--- config.mk ---
export PLATFORM = sky130hd
export DESIGN_NAME = mvsm_ctrl
export DESIGN_NICKNAME = d
export VERILOG_FILES = /design/src/rtl/mvsm_pkg.sv /design/src/rtl/mvsm_ctrl.sv
export VERILOG_INCLUDE_DIRS = /design/src /design/src/rtl
export SDC_FILE = /design/constraint.sdc
export NUM_CORES = 1
export LEC_CHECK = 0
export BUFFER_PORTS_ARGS = -buffer_cell sky130_fd_sc_hd__clkbuf_2
export CORE_AREA = 4 4 41 43
export CTS_CLUSTER_DIAMETER = 50
export DETAILED_ROUTE_END_ITERATION = 16
export DIE_AREA = 0 0 45 47
export PLACE_DENSITY = 0.52
export SLEW_MARGIN = 20
export SYNTH_ARGS = -nofsm -noshare
export SYNTH_HDL_FRONTEND = slang
export SYNTH_SLANG_ARGS = --single-unit
--- constraint.sdc ---
create_clock -name clock -period 1.3 [get_ports clock]
set_input_delay 0.13 -clock clock [delete_from_list [all_inputs] [get_ports clock]]
set_output_delay 0.13 -clock clock [all_outputs]
set_load 0.03 [all_outputs]
--- src/rtl/multi_voice_sample_mixer_defines.svh ---
// assertion macros for the voice mixer
`ifndef MULTI_VOICE_SAMPLE_MIXER_DEFINES_SVH
`define MULTI_VOICE_SAMPLE_MIXER_DEFINES_SVH

// implication checked every clock outside reset
`define MVSM_ASSERT_IMP(lbl, ante, cons, msg) \
   lbl: assert property (@(posedge clock) disable iff (reset) (ante) |-> (cons)) \
      else $error(msg);

// next-cycle implication checked outside reset
`define MVSM_ASSERT_NEXT(lbl, ante, cons, msg) \
   lbl: assert property (@(posedge clock) disable iff (reset) (ante) |=> (cons)) \
      else $error(msg);

`endif

--- src/rtl/mvsm_pkg.sv ---
// ----------------------------------------------------------------------------
// mvsm_pkg
// Shared types and constants for the multi-voice sample mixer.
// ----------------------------------------------------------------------------
package mvsm_pkg;

   localparam int VOICES_DEF       = 64;
   localparam int SAMPLE_DEPTH_DEF = 65536;
   localparam int FRAC_BITS_DEF    = 13;

   localparam logic [15:0] GAIN_UNIT   = 16'd8192;
   localparam logic [15:0] VOLUME_INIT = 16'd4096;

   typedef enum logic [2:0] {
      CMD_TICK   = 3'd0,
      CMD_WRITE  = 3'd1,
      CMD_START  = 3'd2,
      CMD_VOLUME = 3'd3,
      CMD_PAN    = 3'd4,
      CMD_SPEED  = 3'd5,
      CMD_PAUSE  = 3'd6,
      CMD_STOP   = 3'd7
   } cmd_type;

   typedef struct packed {
      logic [2:0]         command;
      logic [5:0]         voice;
      logic [15:0]        address;
      logic [16:0]        frame_count;
      logic               loop_enable;
      logic signed [15:0] write_left;
      logic signed [15:0] write_right;
      logic [15:0]        gain_a;
      logic [15:0]        gain_b;
      logic               pause_flag;
   } req_word_type;

   typedef struct packed {
      logic signed [15:0] mix_left;
      logic signed [15:0] mix_right;
      logic               frame_valid;
      logic [6:0]         started_voice;
   } rsp_word_type;

   // controller to datapath commands
   typedef struct packed {
      logic load;       // capture request word, clear accumulators
      logic scan_clr;   // reset voice scan index
      logic scan_step;  // process voice at index: read stage
      logic apply;      // apply single-voice command
      logic finish;     // build response word
   } ctl_cmd_type;

   // datapath to controller status
   typedef struct packed {
      logic scan_last;  // scan index at last voice
      logic pipe_busy;  // mixing pipeline still holds work
   } ctl_sts_type;

endpackage

--- src/rtl/mvsm_ctrl.sv ---
// ----------------------------------------------------------------------------
// mvsm_ctrl
// Sequencer: accepts a request word, runs the voice scan on a tick or a
// start, then hands the response word to the output register.
// ----------------------------------------------------------------------------
module mvsm_ctrl (
   input  logic                  clock,
   input  logic                  reset,
   input  logic                  req_valid,
   output logic                  req_stall,
   input  logic [2:0]            req_command,
   input  logic                  rsp_busy,
   output mvsm_pkg::ctl_cmd_type cmd,
   input  mvsm_pkg::ctl_sts_type sts
);
   import mvsm_pkg::*;
`include "multi_voice_sample_mixer_defines.svh"

   typedef enum logic [2:0] {S_IDLE, S_SCAN, S_DRAIN, S_APPLY, S_DONE} state_type;

   state_type state_ff, state_in;

   always_comb begin
      state_in = state_ff;
      cmd      = '0;
      unique case (state_ff)
         S_IDLE: begin
            if (req_valid) begin
               cmd.load     = 1'b1;
               cmd.scan_clr = 1'b1;
               if (req_command == CMD_TICK || req_command == CMD_START) begin
                  state_in = S_SCAN;
               end else begin
                  state_in = S_APPLY;
               end
            end
         end
         S_SCAN: begin
            cmd.scan_step = 1'b1;
            if (sts.scan_last) begin
               state_in = S_DRAIN;
            end
         end
         S_DRAIN: begin
            if (!sts.pipe_busy) begin
               state_in = S_APPLY;
            end
         end
         S_APPLY: begin
            cmd.apply = 1'b1;
            state_in  = S_DONE;
         end
         S_DONE: begin
            if (!rsp_busy) begin
               cmd.finish = 1'b1;
               state_in   = S_IDLE;
            end
         end
         default: state_in = S_IDLE;
      endcase
   end

   assign req_stall = (state_ff != S_IDLE);

   always_ff @(posedge clock) begin
      if (reset) begin
         state_ff <= S_IDLE;
      end else begin
         state_ff <= state_in;
      end
   end

   `MVSM_ASSERT_NEXT(a_load_leaves_idle, cmd.load, state_ff != S_IDLE, "load did not start work")
   `MVSM_ASSERT_IMP(a_finish_once, cmd.finish, !cmd.scan_step && !cmd.apply, "finish overlaps work")
   `MVSM_ASSERT_NEXT(a_apply_then_done, cmd.apply, state_ff == S_DONE, "apply not followed by done")
endmodule

==> results of run 1 <==
Yosys cell counts, drive strengths merged:
cell type / count / area [um2]
nor2: 5 / 18.8
a31oi: 2 / 12.5
mux2i: 3 / 30.0
inv: 1 / 3.75
nor4b: 1 / 23.8
nor3b: 1 / 7.51
a211oi: 1 / 7.51
and3b: 1 / 8.76
nand2: 1 / 3.75
buf: 4 / 31.3
o41ai: 1 / 8.76
dfxtp: 3 / 60.1
nor3: 1 / 5.00
or2b: 1 / 7.51
or3: 1 / 6.26
o31ai: 1 / 7.51
critical path: stages (launching register included):
cell      delay, ns
dfxtp_4        0.35
or3_4          0.38
nor2_4         0.10
clkbuf_8       0.16
worst paths after layout:
kind | endpoint | slack, ns | cells after the start
setup reg to reg | state_ff[1]$_SDFFE_PP0P_ | 0.08 | 4
hold reg to reg | state_ff[0]$_SDFFE_PP0P_ | 0.63 | 3
hold / removal | state_ff[0]$_SDFFE_PP0P_ | 0.11 | 2
setup / recovery | cmd[4] | -0.06 | 3
routing by layer:
layer | up-vias | wire length, um
li1 | 147 | -
met1 | 132 | 292
met2 | 17 | 415
met3 | 0 | 76
met4 | 0 | 0
met5 | - | 0
kinds of logic after synthesis:
kind of cell	after synthesis
AND/OR/NAND/NOR	12
AO/OA/AOI/OAI	5
buffers and inverters	5
multiplexers	3
flip-flops	3
layout make-up:
class	count	share of cell area (%)
well taps	15	3.83
multi-input cells	20	36.5
repair buffers	24	39.0
flip-flops and latches	3	14.5
inverters	1	0.765
clock buffers	4	5.36
per-stage QoR:
step | total power, mW | setup slack (ns) | utilization, % | instances
final | 0.762 | -0.0626 | 37.7 | 67
after global routing | 0.811 | -0.120 | 37.7 | 67
after CTS | 0.713 | -0.0711 | 33.4 | 63
after detailed placement | 0.448 | 0.0154 | 25.4 | 55
after global placement | 0.447 | 0.0343 | 25.4 | 55
after floorplan | 0.397 | -0.116 | - | 28
power by group through the flow:
stage	logic [mW]	registers, mW	clock network, mW
2_1_floorplan	0.280	0.117	0
3_3_place_gp	0.298	0.149	0
3_5_place_dp	0.299	0.149	0
4_1_cts	0.398	0.143	0.171
5_1_grt	0.481	0.146	0.184
6_report	0.454	0.143	0.165
repair_timing:
item	CTS	global route
gates resized for setup	15	12
setup endpoints to repair	6	7
setup buffers	4	4
pin swaps	2	4
==> metrics.md, run 1 <==
| Metric | Value |
|---|---|
| Final Skew | 0.00185 ns |
| DR pass1 iterations | 4 |
| Synth Area in Compound Gates | 14.9% |
| Post-CTS Hold Fix Bufs | 0 |
| Initial antenna violation count | 0 |
| Fin crit period | 1.36 ns |
| VDD IR max | 530 uV |
| Final Hold Vio Count | 0 |
| Violated checks | setup timing |
| Die Ht | 47 um |
| Htree depth | 1 |
| Unrepaired setup endpoints after global routing | yes |
| Vias in the first global route | 288 |
| Remaining global-route overflow | 0 |
| Largest net degree at the start of global routing | 8 |
| Final Max Slew Viols | 0 |
| DIE AREA | 2120 um2 |
| Clk_lat worst skew | 0.23 ns |
| Status | finished, violations left |
| Fill cells | 148 |
| Setup crit start | state_ff[1]$_SDFFE_PP0P_ |
| Rows | 13 |
| Clock transition at path regs | 0.04 ns |
| Clock network power share | 21.6% |
| Post-Syn Instances | 28 |
| Fin area | 490 um2 |
| Hold_ws | 0.110 ns |
| Per-cell routed wire length | 11.7 um |
| Clk sinks | 3 |
| Synth warn | 0 |
| Commonest cells after routing, fill and taps aside | buf_4 (10), clkbuf_2 (7) |
| Dpl cell area | 330 um2 |
| GP Congestion | 0.624 |
| Final #Nets | 62 |
| ANT cells | 0 |
| Kind of critical path | flip-flop to primary output |
| Slew @ Worst Pin | 0.282 ns |
| Worst Setup End Kind | primary output |
| First-pass GRT wire length | 1140 um |
| Register share of total power | 18.8% |
| R2r startpoint | state_ff[0]$_SDFFE_PP0P_ |
| Initial DRC count | 4 |
| Final setup violation count | 2 |
| Initial Utilization | 18.7% |
| Core area | 1300 um2 |
| # IOs | 15 |
| CTS tree | done |
| Flops & latches, synth | 3 |
| Peak Freq | 0.734 GHz |
| Total vias in the final route | 296 |
| Regs by FF count | state_ff (3) |
| Normalized max-slew margin | 81.1% |
| GRT Total Usage | 7.89% |
| Layout cells sized above 1 | 71.2% |
| Max Cap Viol | 0 |
| Hold Crit Class | input port to flip-flop |
| Yosys cell types | 18 |
| Die W | 45 um |
| Area of the multi-input gates | 179 um2 |
| Commonest non-fill, non-tap cell in the layout | buf_4 |
| P_int | 0.469 mW |
| CP startpoint kind | flip-flop |
| Logic pwr share | 59.6% |
| Total CTS buffers | 3 |
| Switching Fraction | 38.4% |
| Synth Area in Simple Gates | 33.5% |
| Largest family of logic cells by synthesized area | simple AND/OR/NAND/NOR gates |
| Clock Tree Root | clkbuf_4 |
| P_sw | 0.292 mW |
| Post-synthesis mux area share | 12.4% |
| Synthesized Nets | 37 |
| Area Growth Syn to Fin | 102% |
| Mapped Area | 243 um2 |
| Seq. cell area | 71.3 um2 |
| Final worst setup slack | -0.0626 ns |
| Hold path startpoint | reset |
| Most Crowded Layer GR | met2 |
| Register area share after synthesis | 24.7% |
| DRC | 0 |
| Vias per cell | 4.42 |
| WL final | 784 um |
| Max reg flops | 3 |
| Post-Synth Adder-Cell Area | 0% |
| Met2 usage | 12.4% |
| Worst EP arrival | 1.23 ns |
| Met1 usage | 8.39% |
| ANT nets after route | 0 |
| PortBufs | 13 |
| M3 GR Usage | 3.83% |
| P_leak | 0.224 nW |
| Max FO, Critical Path | 5 |
| CP required | 1.17 ns |
| Reg with most FFs | state_ff |
| Crit share post-route | 105% |
| Power Density | 1550 nW/um2 |
| XOR/XNOR Fraction of Synth Area | 0% |
| Syn_area_per_cell | 8.67 um2 |
| Maximum buffer depth of the clock tree | 2 |
| Setup TNS | -0.125 ns |
Note: power is estimated with default switching activity, not from simulation.
==> inputs of run 2 (changes only) <==
BUFFER_PORTS_ARGS = not set   (was -buffer_cell sky130_fd_sc_hd__clkbuf_2)
DONT_BUFFER_PORTS = 1   (was not set)
PLACE_DENSITY = 0.42   (was 0.52)
==> run 2 against run 1 <==
  * The flow still finishes with violations (setup timing)
  * Sequential power is essentially flat
  * Flip-flop and latch count unchanged
  * Hold slack got worse by 0.042 ns
  * Largest cell class is now multi-input gates
  * Cell area decreased by 9.7%
  * Clock-buffer cell count stayed put
  * Cell count decreased by 15%
  * Clock skew decreased by 0.0011 ns
  * Critical endpoint unchanged
==> metrics.md, run 2 (same netlist as run 1, synthesis figures left out) <==
| Metric | Value |
|---|---|
| PortBufs | 0 |
| GP Congestion | 0.752 |
| Clock transition at path regs | 0.04 ns |
| Min-Delay Endpoint | state_ff[1]$_SDFFE_PP0P_ |
| Regs by FF count | state_ff (3) |
| Total CTS buffers | 3 |
| Worst EP arrival | 1.23 ns |
| Final #Nets | 52 |
| Final Max Slew Viols | 0 |
| Unrepaired setup endpoints after global routing | yes |
| DIE AREA | 2120 um2 |
| DRT met1 WL | 259 um |
| DRC | 0 |
| Area Growth Syn to Fin | 82.5% |
| Normalized max-slew margin | 81.9% |
| Per-cell routed wire length | 12.8 um |
| Vias in the first global route | 276 |
| Max reg flops | 3 |
| CP required | 1.17 ns |
| Kind of critical path | flip-flop to primary output |
| Vias per cell | 4.67 |
| Worst R2R Path Depth | 6 |
| Final Hold Vio Count | 0 |
| Remaining global-route overflow | 0 |
| Setup TNS | -0.119 ns |
| WL met3 | 56 um |
| Rows | 13 |
| R2r startpoint | state_ff[1]$_SDFFE_PP0P_ |
| Worst Path Buf+Inv | 1 |
| Clk_lat worst skew | 0.24 ns |
| Initial DRC count | 5 |
| Largest net degree at the start of global routing | 9 |
| WL final | 731 um |
| VDD IR max | 651 uV |
| Final worst setup slack | -0.0595 ns |
| Hold path cells | 2 |
| Total vias in the final route | 266 |
| Die W | 45 um |
| P_leak | 0.183 nW |
| Worst path slowest cell | or3_4 |
| Violated checks | setup timing |
| Max Cap Viol | 0 |
| Slew @ Worst Pin | 0.269 ns |
| Reg2Reg Capture Point | state_ff[1]$_SDFFE_PP0P_ |
| GRT Total Usage | 8.06% |
| Largest incremental delay on the critical path | 0.40 ns |
| Seq. cell area | 68.8 um2 |
| Htree depth | 1 |
| Core area | 1300 um2 |
| Wire length on met2 | 397 um |
| Clk sinks | 3 |
| Max FO, Critical Path | 2 |
| ANT nets after route | 0 |
| Hold path startpoint | reset |
| DP Cell Count | 47 |
| Crit share post-route | 105% |
| Worst reg-to-reg setup slack | 0.04 ns |
| Post-DP HPWL | 468 um |
| Fin crit period | 1.36 ns |
| ANT cells | 0 |
| Initial antenna violation count | 0 |
| Tot Pwr | 0.793 mW |
| Initial Utilization | 18.7% |
| DR pass1 iterations | 3 |
| Final non-filler cell total | 57 |
| Reg with most FFs | state_ff |
| Worst-path cell chain | or3_4 > nor2_4 > buf_12 |
| CP startpoint kind | flip-flop |
| Die Ht | 47 um |
| Worst Setup End Kind | primary output |
| Fill cells | 146 |
| Clock Tree Root | clkbuf_4 |
| Top Layer Used | met4 |
| Commonest non-fill, non-tap cell in the layout | buf_4 |
| Final setup violation count | 2 |
| Final Skew | 0.000738 ns |
| Status | finished, violations left |
| Power Density | 1790 nW/um2 |
| Area of the multi-input gates | 169 um2 |
| CTS tree | done |
| Cell family with most CP delay | simple AND/OR/NAND/NOR gates |
| # IOs | 15 |
| Maximum buffer depth of the clock tree | 2 |
| Hold Crit Class | input port to flip-flop |
| Layout cells sized above 1 | 57.1% |
| Peak Freq | 0.736 GHz |
| First-pass GRT wire length | 1120 um |
[run 2: worst max-delay path by stage]
stage                                to                     start  cells past startpoint  slack [ns]
2_1_floorplan                    cmd[4]  state_ff[1]$_SDFFE_PP0P_                      4       -0.12
3_3_place_gp   state_ff[1]$_SDFFE_PP0P_  state_ff[1]$_SDFFE_PP0P_                      5        0.06
3_5_place_dp   state_ff[1]$_SDFFE_PP0P_  state_ff[1]$_SDFFE_PP0P_                      5        0.05
4_1_cts                          cmd[4]  state_ff[0]$_SDFFE_PP0P_                      3       -0.07
5_1_grt                          cmd[4]  state_ff[0]$_SDFFE_PP0P_                      3       -0.10
6_report                         cmd[4]  state_ff[0]$_SDFFE_PP0P_                      3       -0.06
[run 2: repair_timing]
| action | 4_1_cts | 5_1_grt |
|---|---|---|
| endpoints found under the hold margin | 2 | 0 |
| buffers inserted | 2 | 3 |
| gates resized for setup | 7 | 4 |
| hold buffers | 1 | 0 |
| pin swaps | 3 | 2 |
| setup endpoints to repair | 5 | 6 |
[run 2: cell type report]
class,count,share of cell area (%)
Clock buffer,4,5.93
Sequential cell,3,15.5
Tap cell,15,4.24
Timing Repair Buffer,14,35.3
Multi-Input combinational cell,20,38.1
Inverter,1,0.847
[run 2: power breakdown]
part	total (mW)	internal, mW	switching, mW
combinational	0.486	0.267	0.218
clock	0.167	0.115	0.0514
sequential	0.141	0.119	0.0217
[run 2: through the flow]
stage                     util (%)  instance area, um2  setup slack, ns  hold slack (ns)
after floorplan                  -                 259           -0.116            0.202
after CTS                     31.3                 407          -0.0706           0.0637
after global routing          34.0                 443           -0.104           0.0753
final                         34.0                 443          -0.0595           0.0673
after global placement        24.2                 315           0.0609            0.208
after detailed placement      24.2                 315           0.0544            0.210
[run 2: layer usage]
layer	track usage, %	vias up
li1	-	131
met1	6.61	120
met2	13.6	13
met3	3.83	2
met4	8.77	0
met5	0	-
